`src/design/trwl_pkg.sv`:
```
// Package for the ticket reader-writer lock: codes, field widths, defaults.
// No dependencies.
package trwl_pkg;
	localparam int MaxReadersDef = 16;
	localparam int MaxWaitersDef = 16;
	localparam int IdW = 16;
	localparam int TicketW = 8;

	typedef enum logic [1:0] {
		OP_ACQUIRE = 2'd0,
		OP_TRY     = 2'd1,
		OP_RELEASE = 2'd2,
		OP_CANCEL  = 2'd3
	} op_t;

	typedef enum logic [2:0] {
		ST_GRANTED   = 3'd0,
		ST_QUEUED    = 3'd1,
		ST_DEADLOCK  = 3'd2,
		ST_BUSY      = 3'd3,
		ST_NOT_LOCK  = 3'd4,
		ST_CANCELLED = 3'd5,
		ST_FULL      = 3'd6,
		ST_NO_WAITER = 3'd7
	} status_t;

	typedef enum logic [1:0] {
		WS_EMPTY     = 2'd0,
		WS_WAITING   = 2'd1,
		WS_CANCELLED = 2'd2
	} wstate_t;
endpackage

```
`src/design/ticket_reader_writer_lock_unit.sv`:
```
// Top level of the ticket reader-writer lock.
// Depends on trwl_pkg. Tables live in memories with registered reads.
//
// channel  dir  fields (tdata low bit up)                      tuser
// s_axis   in   requester_id[15:0], wants_write[16]            operation[1:0]
// m_axis   out  subject_id[15:0], subject_write[16]            status[2:0], tlast=last
//
// Every request first scans the reader table; cancel then also scans the
// waiter table. Each cascade round scans up to MAX_WAITERS waiter entries,
// then applies the hit and, for a grant, emits the held result and loads
// the grant in its place; the closing scan ends in an emit. Every table scan
// reads one memory entry at a time, checking its data before the next address.
// A result is held until the next one is known, so tlast is right,
// and then waits in the output register until taken; the sequencer stalls
// there. arst_n clears all control state and the valid/state flags
// (flip-flops); id, ticket and mode memories are not cleared.
module ticket_reader_writer_lock_unit #(
	parameter int MAX_READERS = trwl_pkg::MaxReadersDef,
	parameter int MAX_WAITERS = trwl_pkg::MaxWaitersDef
) (
	input  logic        clk,
	input  logic        arst_n,
	input  logic        s_axis_tvalid,
	output logic        s_axis_tready,
	input  logic [23:0] s_axis_tdata,  // requester_id[15:0], wants_write[16], zero pad
	input  logic [1:0]  s_axis_tuser,  // operation[1:0]
	output logic        m_axis_tvalid,
	input  logic        m_axis_tready,
	output logic [23:0] m_axis_tdata,  // subject_id[15:0], subject_write[16], zero pad
	output logic [2:0]  m_axis_tuser,  // status[2:0]
	output logic        m_axis_tlast
);
	localparam int RW = (MAX_READERS > 1) ? $clog2(MAX_READERS) : 1;
	localparam int WW = (MAX_WAITERS > 1) ? $clog2(MAX_WAITERS) : 1;
	localparam int RCW = $clog2(MAX_READERS + 1);
	localparam int TW = trwl_pkg::TicketW;
	localparam int IW = trwl_pkg::IdW;

	typedef enum logic [3:0] {
		S_IDLE, S_RSCAN, S_RCHK, S_DECIDE, S_WSCAN, S_WCHK, S_CSCAN, S_CCHK,
		S_CAPPLY, S_EMIT, S_GLOAD
	} state_t;

	// memories
	logic [IW-1:0] rid_mem [MAX_READERS];
	logic [IW-1:0] wid_mem [MAX_WAITERS];
	logic [TW-1:0] wtk_mem [MAX_WAITERS];
	logic          wmd_mem [MAX_WAITERS];
	logic [IW-1:0] rid_rd_q, wid_rd_q;
	logic [TW-1:0] wtk_rd_q;
	logic          wmd_rd_q;
	logic [MAX_READERS-1:0] rvalid_q;
	trwl_pkg::wstate_t wst_q [MAX_WAITERS];

	state_t state_q, ret_q;
	trwl_pkg::op_t op_q;
	logic [IW-1:0] id_q;
	logic w_q;
	logic [TW-1:0] next_q, serve_q;
	logic write_held_q, writer_valid_q;
	logic [IW-1:0] writer_id_q;
	logic [RCW-1:0] rcount_q;
	logic [RW:0] ridx_q;
	logic [WW:0] widx_q;
	logic holds_q, rmatch_q;
	logic [RW-1:0] rmatch_idx_q;
	logic wfound_q;
	logic [WW-1:0] wfound_idx_q;
	logic [TW:0] best_d_q;
	logic [WW:0] round_q;
	logic out_valid_q, out_last_q, out_w_q;
	logic [IW-1:0] out_id_q;
	trwl_pkg::status_t out_st_q;
	logic [IW-1:0] gnt_id_q;
	logic gnt_w_q;

	logic [RW-1:0] free_slot;
	logic free_ok;
	logic [WW-1:0] free_w;
	logic free_w_ok;
	logic [RW-1:0] ra;
	logic [WW-1:0] wa;
	logic [TW:0] tk_gap;
	logic wcand;
	logic idle_tk;

	assign ra = ridx_q[RW-1:0];
	assign wa = widx_q[WW-1:0];
	assign idle_tk = (next_q == serve_q);
	assign tk_gap = {1'b0, wtk_rd_q - serve_q};
	assign wcand = (wst_q[wa] == trwl_pkg::WS_WAITING) && (wid_rd_q == id_q) &&
		(tk_gap < best_d_q);

	// lowest free reader slot and waiter entry (flag scans)
	always_comb begin
		free_slot = '0;
		free_ok = 1'b0;
		for (int i = MAX_READERS - 1; i >= 0; i--) begin
			if (!rvalid_q[i]) begin
				free_slot = RW'(i);
				free_ok = 1'b1;
			end
		end
		free_w = '0;
		free_w_ok = 1'b0;
		for (int i = MAX_WAITERS - 1; i >= 0; i--) begin
			if (wst_q[i] == trwl_pkg::WS_EMPTY) begin
				free_w = WW'(i);
				free_w_ok = 1'b1;
			end
		end
	end

	// synchronous memory reads
	always_ff @(posedge clk) begin
		rid_rd_q <= rid_mem[ra];
		wid_rd_q <= wid_mem[wa];
		wtk_rd_q <= wtk_mem[wa];
		wmd_rd_q <= wmd_mem[wa];
	end

	assign s_axis_tready = (state_q == S_IDLE);
	assign m_axis_tvalid = out_valid_q;
	assign m_axis_tdata = {7'd0, out_w_q, out_id_q};
	assign m_axis_tuser = out_st_q;
	assign m_axis_tlast = out_last_q;

	// sequencer
	always_ff @(posedge clk or negedge arst_n) begin
		if (!arst_n) begin
			state_q <= S_IDLE;
			ret_q <= S_IDLE;
			next_q <= '0;
			serve_q <= '0;
			write_held_q <= 1'b0;
			writer_valid_q <= 1'b0;
			writer_id_q <= '0;
			rcount_q <= '0;
			rvalid_q <= '0;
			for (int i = 0; i < MAX_WAITERS; i++) wst_q[i] <= trwl_pkg::WS_EMPTY;
			out_valid_q <= 1'b0;
			out_last_q <= 1'b0;
			out_w_q <= 1'b0;
			out_id_q <= '0;
			out_st_q <= trwl_pkg::ST_GRANTED;
			gnt_id_q <= '0;
			gnt_w_q <= 1'b0;
			op_q <= trwl_pkg::OP_ACQUIRE;
			id_q <= '0;
			w_q <= 1'b0;
			ridx_q <= '0;
			widx_q <= '0;
			holds_q <= 1'b0;
			rmatch_q <= 1'b0;
			rmatch_idx_q <= '0;
			wfound_q <= 1'b0;
			wfound_idx_q <= '0;
			best_d_q <= '0;
			round_q <= '0;
		end else begin
			unique case (state_q)
				S_IDLE: begin
					if (s_axis_tvalid) begin
						op_q <= trwl_pkg::op_t'(s_axis_tuser);
						id_q <= s_axis_tdata[IW-1:0];
						w_q <= s_axis_tdata[IW];
						ridx_q <= '0;
						holds_q <= 1'b0;
						rmatch_q <= 1'b0;
						state_q <= S_RSCAN;
					end
				end
				// scan reader ids: address issued, data next cycle
				S_RSCAN: state_q <= S_RCHK;
				S_RCHK: begin
					if (rvalid_q[ra] && rid_rd_q == id_q && !rmatch_q) begin
						holds_q <= 1'b1;
						rmatch_q <= 1'b1;
						rmatch_idx_q <= ra;
					end
					if (ridx_q == (RW+1)'(MAX_READERS - 1)) begin
						state_q <= S_DECIDE;
					end else begin
						ridx_q <= ridx_q + 1'b1;
						state_q <= S_RSCAN;
					end
				end
				S_DECIDE: begin
					out_id_q <= id_q;
					out_w_q <= w_q;
					unique case (op_q)
						trwl_pkg::OP_ACQUIRE, trwl_pkg::OP_TRY: begin
							out_last_q <= 1'b1;
							ret_q <= S_IDLE;
							state_q <= S_EMIT;
							if ((writer_valid_q && writer_id_q == id_q) || (w_q && holds_q)) begin
								out_st_q <= trwl_pkg::ST_DEADLOCK;
							end else if (op_q == trwl_pkg::OP_TRY) begin
								if (!idle_tk || write_held_q || (w_q && rcount_q != '0)) begin
									out_st_q <= trwl_pkg::ST_BUSY;
								end else if (w_q) begin
									write_held_q <= 1'b1;
									writer_valid_q <= 1'b1;
									writer_id_q <= id_q;
									out_st_q <= trwl_pkg::ST_GRANTED;
								end else if (!free_ok) begin
									out_st_q <= trwl_pkg::ST_FULL;
								end else begin
									rvalid_q[free_slot] <= 1'b1;
									rid_mem[free_slot] <= id_q;
									rcount_q <= rcount_q + 1'b1;
									out_st_q <= trwl_pkg::ST_GRANTED;
								end
							end else if (idle_tk && !write_held_q &&
									(w_q ? (rcount_q == '0) : free_ok)) begin
								if (w_q) begin
									write_held_q <= 1'b1;
									writer_valid_q <= 1'b1;
									writer_id_q <= id_q;
								end else begin
									rvalid_q[free_slot] <= 1'b1;
									rid_mem[free_slot] <= id_q;
									rcount_q <= rcount_q + 1'b1;
								end
								out_st_q <= trwl_pkg::ST_GRANTED;
							end else if (!free_w_ok) begin
								out_st_q <= trwl_pkg::ST_FULL;
							end else begin
								wst_q[free_w] <= trwl_pkg::WS_WAITING;
								wid_mem[free_w] <= id_q;
								wmd_mem[free_w] <= w_q;
								wtk_mem[free_w] <= next_q;
								next_q <= next_q + 1'b1;
								out_st_q <= trwl_pkg::ST_QUEUED;
							end
						end
						trwl_pkg::OP_RELEASE: begin
							if (w_q ? write_held_q : rmatch_q) begin
								if (w_q) begin
									write_held_q <= 1'b0;
									writer_valid_q <= 1'b0;
								end else begin
									rvalid_q[rmatch_idx_q] <= 1'b0;
									if (rcount_q != '0) rcount_q <= rcount_q - 1'b1;
								end
								// hold the result until the cascade shows what follows
								out_st_q <= trwl_pkg::ST_GRANTED;
								out_last_q <= 1'b0;
								state_q <= S_CSCAN;
								round_q <= '0;
								widx_q <= '0;
								wfound_q <= 1'b0;
							end else begin
								out_st_q <= trwl_pkg::ST_NOT_LOCK;
								out_last_q <= 1'b1;
								ret_q <= S_IDLE;
								state_q <= S_EMIT;
							end
						end
						default: begin
							// cancel: search waiter table for earliest ticket of id
							widx_q <= '0;
							wfound_q <= 1'b0;
							best_d_q <= {1'b1, {TW{1'b0}}};
							state_q <= S_WSCAN;
						end
					endcase
				end
				S_WSCAN: state_q <= S_WCHK;
				S_WCHK: begin
					if (widx_q == (WW+1)'(MAX_WAITERS - 1)) begin
						out_id_q <= id_q;
						widx_q <= '0;
						wfound_q <= 1'b0;
						if (wcand || wfound_q) begin
							if (wcand) begin
								wst_q[wa] <= trwl_pkg::WS_CANCELLED;
								out_w_q <= wmd_rd_q;
							end else begin
								wst_q[wfound_idx_q] <= trwl_pkg::WS_CANCELLED;
							end
							// hold the result until the cascade shows what follows
							out_st_q <= trwl_pkg::ST_CANCELLED;
							out_last_q <= 1'b0;
							round_q <= '0;
							state_q <= S_CSCAN;
						end else begin
							out_st_q <= trwl_pkg::ST_NO_WAITER;
							out_w_q <= w_q;
							out_last_q <= 1'b1;
							ret_q <= S_IDLE;
							state_q <= S_EMIT;
						end
					end else begin
						if (wcand) begin
							best_d_q <= tk_gap;
							wfound_q <= 1'b1;
							wfound_idx_q <= wa;
							out_w_q <= wmd_rd_q;
						end
						widx_q <= widx_q + 1'b1;
						state_q <= S_WSCAN;
					end
				end
				// cascade: find the serving ticket's entry; end on miss, block, last round
				S_CSCAN: begin
					if (round_q == (WW+1)'(MAX_WAITERS)) begin
						out_last_q <= 1'b1;
						ret_q <= S_IDLE;
						state_q <= S_EMIT;
					end else begin
						state_q <= S_CCHK;
					end
				end
				S_CCHK: begin
					if (wst_q[wa] != trwl_pkg::WS_EMPTY && wtk_rd_q == serve_q) begin
						wfound_idx_q <= wa;
						state_q <= S_CAPPLY;
					end else if (widx_q == (WW+1)'(MAX_WAITERS - 1)) begin
						out_last_q <= 1'b1;
						ret_q <= S_IDLE;
						state_q <= S_EMIT;
					end else begin
						widx_q <= widx_q + 1'b1;
						state_q <= S_CSCAN;
					end
				end
				S_CAPPLY: begin
					// read data still addresses the hit entry
					widx_q <= '0;
					if (wst_q[wfound_idx_q] == trwl_pkg::WS_CANCELLED) begin
						wst_q[wfound_idx_q] <= trwl_pkg::WS_EMPTY;
						serve_q <= serve_q + 1'b1;
						round_q <= round_q + 1'b1;
						state_q <= S_CSCAN;
					end else if (write_held_q || (wmd_rd_q ? (rcount_q != '0) : !free_ok)) begin
						out_last_q <= 1'b1;
						ret_q <= S_IDLE;
						state_q <= S_EMIT;
					end else begin
						if (wmd_rd_q) begin
							write_held_q <= 1'b1;
							writer_valid_q <= 1'b1;
							writer_id_q <= wid_rd_q;
						end else begin
							rvalid_q[free_slot] <= 1'b1;
							rid_mem[free_slot] <= wid_rd_q;
							rcount_q <= rcount_q + 1'b1;
						end
						wst_q[wfound_idx_q] <= trwl_pkg::WS_EMPTY;
						serve_q <= serve_q + 1'b1;
						round_q <= round_q + 1'b1;
						// send the held result, then load this grant
						gnt_id_q <= wid_rd_q;
						gnt_w_q <= wmd_rd_q;
						ret_q <= S_GLOAD;
						state_q <= S_EMIT;
					end
				end
				// load a cascade grant as the held result
				S_GLOAD: begin
					out_st_q <= trwl_pkg::ST_GRANTED;
					out_id_q <= gnt_id_q;
					out_w_q <= gnt_w_q;
					out_last_q <= 1'b0;
					state_q <= S_CSCAN;
				end
				S_EMIT: begin
					if (!out_valid_q) begin
						out_valid_q <= 1'b1;
					end else if (m_axis_tready) begin
						out_valid_q <= 1'b0;
						state_q <= ret_q;
					end
				end
				default: state_q <= S_IDLE;
			endcase
		end
	end
endmodule

```
`config.mk`:
```
export PLATFORM = sky130hd
export DESIGN_NAME = ticket_reader_writer_lock_unit
export DESIGN_NICKNAME = d
export VERILOG_FILES = /design/src/design/trwl_pkg.sv /design/src/design/ticket_reader_writer_lock_unit.sv
export SDC_FILE = /design/constraint.sdc
export NUM_CORES = 1
export LEC_CHECK = 0
export ABC_AREA = 1
export BUFFER_PORTS_ARGS = -buffer_cell sky130_fd_sc_hd__buf_2
export CAP_MARGIN = 20
export CELL_PAD_IN_SITES_DETAIL_PLACEMENT = 1
export CELL_PAD_IN_SITES_GLOBAL_PLACEMENT = 2
export CORE_UTILIZATION = 45
export DETAILED_ROUTE_END_ITERATION = 10
export PLACE_DENSITY_LB_ADDON = 0.1
export SYNTH_ARGS = -nofsm -noshare
export SYNTH_HDL_FRONTEND = slang
export SYNTH_SLANG_ARGS = --single-unit
```
`constraint.sdc`:
```
create_clock -name clk -period 7.1 [get_ports clk]
set_input_delay 2.13 -clock clk [delete_from_list [all_inputs] [get_ports clk]]
set_output_delay 2.13 -clock clk [all_outputs]
set_load 0.01 [all_outputs]
```
# After elaboration in Yosys (flattened, before gate mapping)
# Memories as Yosys holds them, arrays and structs flattened. A register that Yosys moved wholly into a read port is not among the register bits.
# Index checks and enable logic that the tools add are counted.
# totals
ff_bits	187
inputBits	30
output_inout_bits	30
n_memories	4
ram_bits	656
# classes
n_lt_le_gt_ge	12
addsub	8
n_eq_ne	67
muxes	269
n_reduce_logical	82
bitwise	24
# mem_list
memory	depth	word_bits	read_ports	rd_clocked_by_memory_dff	write_ports	line_no	source
rid_mem	16	16	1	1	1	ticket_reader_writer_lock_unit.sv:45	logic [IW-1:0] rid_mem [MAX_READERS];
wid_mem	16	16	1	1	1	ticket_reader_writer_lock_unit.sv:46	logic [IW-1:0] wid_mem [MAX_WAITERS];
wtk_mem	16	8	1	1	1	ticket_reader_writer_lock_unit.sv:47	logic [TW-1:0] wtk_mem [MAX_WAITERS];
wmd_mem	16	1	1	1	1	ticket_reader_writer_lock_unit.sv:48	logic wmd_mem [MAX_WAITERS];
# op_table
operator	n
$mux W16	24
$mux W32	10
$mux W4	53
$mux W5	24
$mux W1	98
$pmux W16 S2	3
$pmux W32 S3	1
$and A16 B16 Y16	4
$not A16 Y16	4
$or A16 B16 Y16	4
$ne A2 B2 Y1 const B	29
$eq A16 B16 Y1	3
$pmux W16 S3	1
$pmux W4 S11	1
$pmux W5 S2	4
$logic_not A2 Y1	17
$ne A3 B3 Y1 const B	11
$and A32 B32 Y32	1
$not A32 Y32	1
$mux W3	9
$mux W9	3
$demux W2 S4	3
$pmux W4 S2	3
$add A5 B1 Y5 const B	4
other kinds (59)	147

# Longest topological paths before layout
# logic_depth
word_depth	30
ltp_mapped	26

# Least setup slack after synthesis
# OpenSTA, ideal clock, no wires.
# synth_timing
path_type	input -> register
start	input arst_n
end	memory rid_mem[10][0] in the netlist's numbering, enable pin
cell_stages	5
setup_time_ns	0.409
slack_ns	2.713
n_path_buf	1
t_required_ns	6.691
arrival_ns	3.978
path_cell_list	nand3_1 o41ai_1 inv_1 buf_2 nor3_1
# synth_via
elab_chain_len	4
elab_cells_between_ends	8
classes_between	mux: 3; bitwise: 2; reduce/logical: 3
# synth_lines
element	line_no	source
from (decl)	ticket_reader_writer_lock_unit.sv:22	input logic arst_n,
$logic_and A1 B1 Y1 (on tied branches)	ticket_reader_writer_lock_unit.sv:210, ticket_reader_writer_lock_unit.sv:222	
$mux W1 (on tied branches)	ticket_reader_writer_lock_unit.sv:210, ticket_reader_writer_lock_unit.sv:222	
$or A1 B1 Y1 (no source line)	--	
$or A1 B1 Y1 (no source line) (*)	--	
to (decl)	ticket_reader_writer_lock_unit.sv:45	
# Mark *: on every way between the ends. The rest lies on a longest branch, timed or not.

# Final worst setup path
# layout_timing
start	register serve_q[2]
end	register wst_q[31] in the netlist's numbering
# layout_via
elab_chain_len	7
elab_cells_between_ends	14
classes_between	add/sub: 1; order compare: 1; eq/ne: 3; mux: 4; reduce/logical: 5
# layout_lines
element	line_no	source
from (decl)	ticket_reader_writer_lock_unit.sv:59	logic [TW-1:0] next_q, serve_q;
from (signal assigned)	ticket_reader_writer_lock_unit.sv:333	serve_q <= serve_q + 1'b1;
from (signal assigned)	ticket_reader_writer_lock_unit.sv:351	serve_q <= serve_q + 1'b1;
$sub A8 B8 Y8	ticket_reader_writer_lock_unit.sv:90	assign tk_gap = {1'b0, wtk_rd_q - serve_q};
$lt A8 B9 Y1	ticket_reader_writer_lock_unit.sv:92	(tk_gap < best_d_q);
$logic_and A1 B1 Y1	ticket_reader_writer_lock_unit.sv:91	assign wcand = (wst_q[wa] == trwl_pkg::WS_WAITING) && (wid_rd_q == id_q) &&
$mux W32	ticket_reader_writer_lock_unit.sv:276	if (wcand) begin
$mux W32	ticket_reader_writer_lock_unit.sv:275	if (wcand || wfound_q) begin
$mux W32	ticket_reader_writer_lock_unit.sv:271	if (widx_q == (WW+1)'(MAX_WAITERS - 1)) begin
$pmux W32 S3	ticket_reader_writer_lock_unit.sv:161	unique case (state_q)
to (signal, indexed assignment)	ticket_reader_writer_lock_unit.sv:277	wst_q[wa] <= trwl_pkg::WS_CANCELLED;
to (signal, indexed assignment)	ticket_reader_writer_lock_unit.sv:280	wst_q[wfound_idx_q] <= trwl_pkg::WS_CANCELLED;
to (signal, indexed assignment)	ticket_reader_writer_lock_unit.sv:332	wst_q[wfound_idx_q] <= trwl_pkg::WS_EMPTY;
to (decl)	ticket_reader_writer_lock_unit.sv:53	trwl_pkg::wstate_t wst_q [MAX_WAITERS];
# Several ways; a longest one is shown, not always the timed one. The select of a mux whose other input is x is not followed.
# A chain may end at the register's enable or synchronous reset.

==> impl_metrics.ini <==
[sta]
grt_setup_unrepaired = no
fin_crit_sh_pct = 73.1
finalCriticalPeriod_ns = 5.19
clock.fmax_mhz = 193
tightestPinTransition_ns = 1.15
finalSetupViolCount = 0
maxSlewHeadroom_pct = 23.1
setup_tns_ns = 0
final_hold_viol_count = 0
maxSlewViolCount = 0
fin_skew_ns = 0.0483

[clock_network]
clkTransAtPathRegs_ns = 0.06
numCtsBuffers = 94
cts_setup_buffers = 0
postCtsResizedCells = 0
htreeDepth = 3
clock_latency_ns = 0.68
clkSinkCount = 881
cts_tree = done
ctsLongestPathBuffers = 3
cts_root_buf = clkbuf_16
postCtsHoldBufs = 0

[grt]
antenna_found_initial = 1
grt_max_degree = 134
grt_pass1_vias = 31000
grt_overflow = 0
track_usage_pct = 28.9
grt_pass1_wl_mm = 189

[drt]
drc = 0
num_vias = 29400
drt_iter0_drc = 1936
wirelength_mm = 126
ant_nets = 0
first_pass_iters = 5
post_drt_wl_per_cell_um = 25.2
via_per_inst = 5.86

[status]
outcome = finished, final reports clean

[synthesis]
ys_types = 62
ys_async_sr_fraction_pct = 20.9
synth.cell_area_um2 = 39000
synth-edff-count = 656
synth_seq_cells = 881
seq_area_frac_synth_pct = 64.5
synthFlopType = edfxtp_1
netlist_instances = 3767
avgSynthCellArea_um2 = 10.3
yosys_warnings = 0

[worst_setup_path]
critPathRequiredTime_ns = 7.62
cp.arrival_ns = 5.71
critPathKind = reg -> reg
crit_fanout = 48
startpoint_type = flip-flop
crit_path_end_kind = flip-flop

[die]
io_pins = 60
start_util_pct = 45.6
core_area_um2 = 85400
die_h_um = 296
floorplan.rows = 107
die_w_um = 296
die_area_um2 = 87800

[cells_and_area]
nets = 3846
n_antenna_cell = 0
area_growth_pct = 13.0
nFillCells = 9259
layout-drive-gt1-share_pct = 9.07

[power]
vdd_drop_max_v = 0.000295
p_leak_nw = 16.4
p_per_area_nw_per_um2 = 396
total_power_mw = 17.4

[place]
detailed_place_hpwl_mm = 78.3
gp_congestion = 0.886
port_buffers = 45

[run]
drv_cap = 0

[min_path]
hold_class = reg -> reg
layout make-up:
| type | count | area (µm²) | area share, % |
|---|---|---|---|
| repair buffers | 122 | 1050 | 2.38 |
| flip-flops and latches | 881 | 25100 | 57.1 |
| clock inverters | 58 | 688 | 1.56 |
| clock buffers | 120 | 2530 | 5.75 |
| inverters | 255 | 963 | 2.19 |
| multi-input cells | 2432 | 12200 | 27.8 |
| well taps | 1144 | 1430 | 3.25 |
report_power, final:
group          switching, mW  internal (mW)  total [mW]
combinational           3.61           1.47        5.08
sequential             0.780           6.49        7.27
clock                   2.12           2.98        5.10
through the flow:
stage / utilization [%] / hold slack [ns] / cells / worst slack (ns) / area, µm²
after global routing: 51.6 / 0.526 / 5012 / 1.59 / 44000
after floorplan: - / 0.442 / 3773 / 2.71 / 39000
after global placement: 47.4 / 0.467 / 4817 / 2.03 / 40500
after detailed placement: 47.6 / 0.479 / 4826 / 1.95 / 40700
after CTS: 51.4 / 0.494 / 5004 / 1.93 / 43900
final: 51.6 / 0.494 / 5012 / 1.91 / 44000
routing by layer:
| metal | share of wire, % | GRT usage (%) | vias up |
|---|---|---|---|
| li1 | - | - | 13300 |
| met1 | 42 | 36.3 | 15100 |
| met4 | 3.7 | 11.5 | 0 |
| met3 | 3.6 | 3.04 | 268 |
| met5 | 0 | 0 | - |
| met2 | 51 | 50.8 | 709 |
path summary, 6_finish.rpt:
kind	start	to	slack, ns	cells after the start
worst max register to register	serve_q[2]	wst_q[31]	1.91	24
max in group asynchronous	arst_n	id_q[10]	4.39	2
min in group asynchronous	arst_n	best_d_q[3]	1.48	1
worst max-delay path	serve_q[2]	wst_q[31]	1.91	24
worst min-delay path	gnt_id_q[14]	gnt_id_q[14]	0.49	2
worst min register to register	gnt_id_q[14]	gnt_id_q[14]	0.49	2
flip-flops by register name, indices dropped and copies added, names as in the netlist, 4 cells and up:
signal        cells
wid_rd_q         16
state_q           4
writer_id_q      16
rid_rd_q         16
serve_q           8
next_q            8
round_q           5
rvalid_q         16
best_d_q          9
gnt_id_q         16
id_q             16
wtk_mem         128
rid_mem         256
rmatch_idx_q      4
ridx_q            5
rcount_q          5
wid_mem         256
wtk_rd_q          8
wst_q            32
wfound_idx_q      4
wmd_mem          16
out_id_q         16
widx_q            5
kinds of logic (layout without fill, tap and decap cells):
kind of cell / count (synthesis) / count (layout) / share of synthesized area (%)
AOI/OAI and AO/OA: 927 / 927 / 13.2
other: 1 / 7 / 0.00962
and+or+nand+nor: 1410 / 1410 / 15.3
muxes: 3 / 3 / 0.0867
adders and majority gates: 30 / 30 / 0.983
DFF: 881 / 881 / 64.5
buffers and inverters: 460 / 555 / 4.76
xor gates and xnor gates: 55 / 55 / 1.24
cell usage in the layout, fill, tap and decap left out, drive strengths merged, types with 7 or more instances in the layout:
cell,count
a21oi,166
a31oi,23
buf,122
bufinv,12
clkbuf,120
clkinv,44
conb,7
dfrtp,184
dfxtp,41
edfxtp,656
ha,29
inv,253
nand2,574
nand3,135
nand4,78
nor2,533
nor3,60
nor4,14
o211ai,23
o21ai,502
o221ai,33
o22ai,151
xnor2,18
xor2,37
critical path, cell delays in order (launching register included):
cell      delay, ns
dfrtp_1        0.45
inv_1          0.11
ha_1           0.37
a21oi_1        0.16
nand2_1        0.11
a21oi_1        0.13
o21ai_0        0.13
a21o_1         0.18
a21oi_1        0.17
xnor2_1        0.17
inv_1          0.07
ha_1           0.18
inv_1          0.06
nor2_1         0.05
inv_1          0.23
o211ai_1       0.14
a21oi_1        0.27
nand3_4        0.10
buf_4          0.32
nand3_4        0.21
nand2_2        0.28
inv_2          0.82
nand2_1        0.11
nand2_1        0.09
nand2_1        0.05
Yosys cell counts, types with 9 or more instances:
library cell	n	area, µm²
edfxtp_1	656	19700
nand2_1	570	2140
nor2_1	525	1970
o21ai_0	479	2400
inv_1	235	882
dfrtp_1	184	4600
a21oi_1	166	831
clkbuf_1	158	593
o22ai_1	151	945
nand3_1	130	651
nand4_1	77	482
nor3_1	56	280
dfxtp_1	41	821
xor2_1	37	324
o221ai_1	33	289
ha_1	29	363
a31oi_1	23	144
o211ai_1	23	173
o21ai_1	22	110
buf_2	18	90.1
xnor2_1	18	158
inv_2	16	60.1
nor4_1	14	87.6
buf_4	13	97.6
buf_1	9	33.8
(Power assumes the default switching activity.)
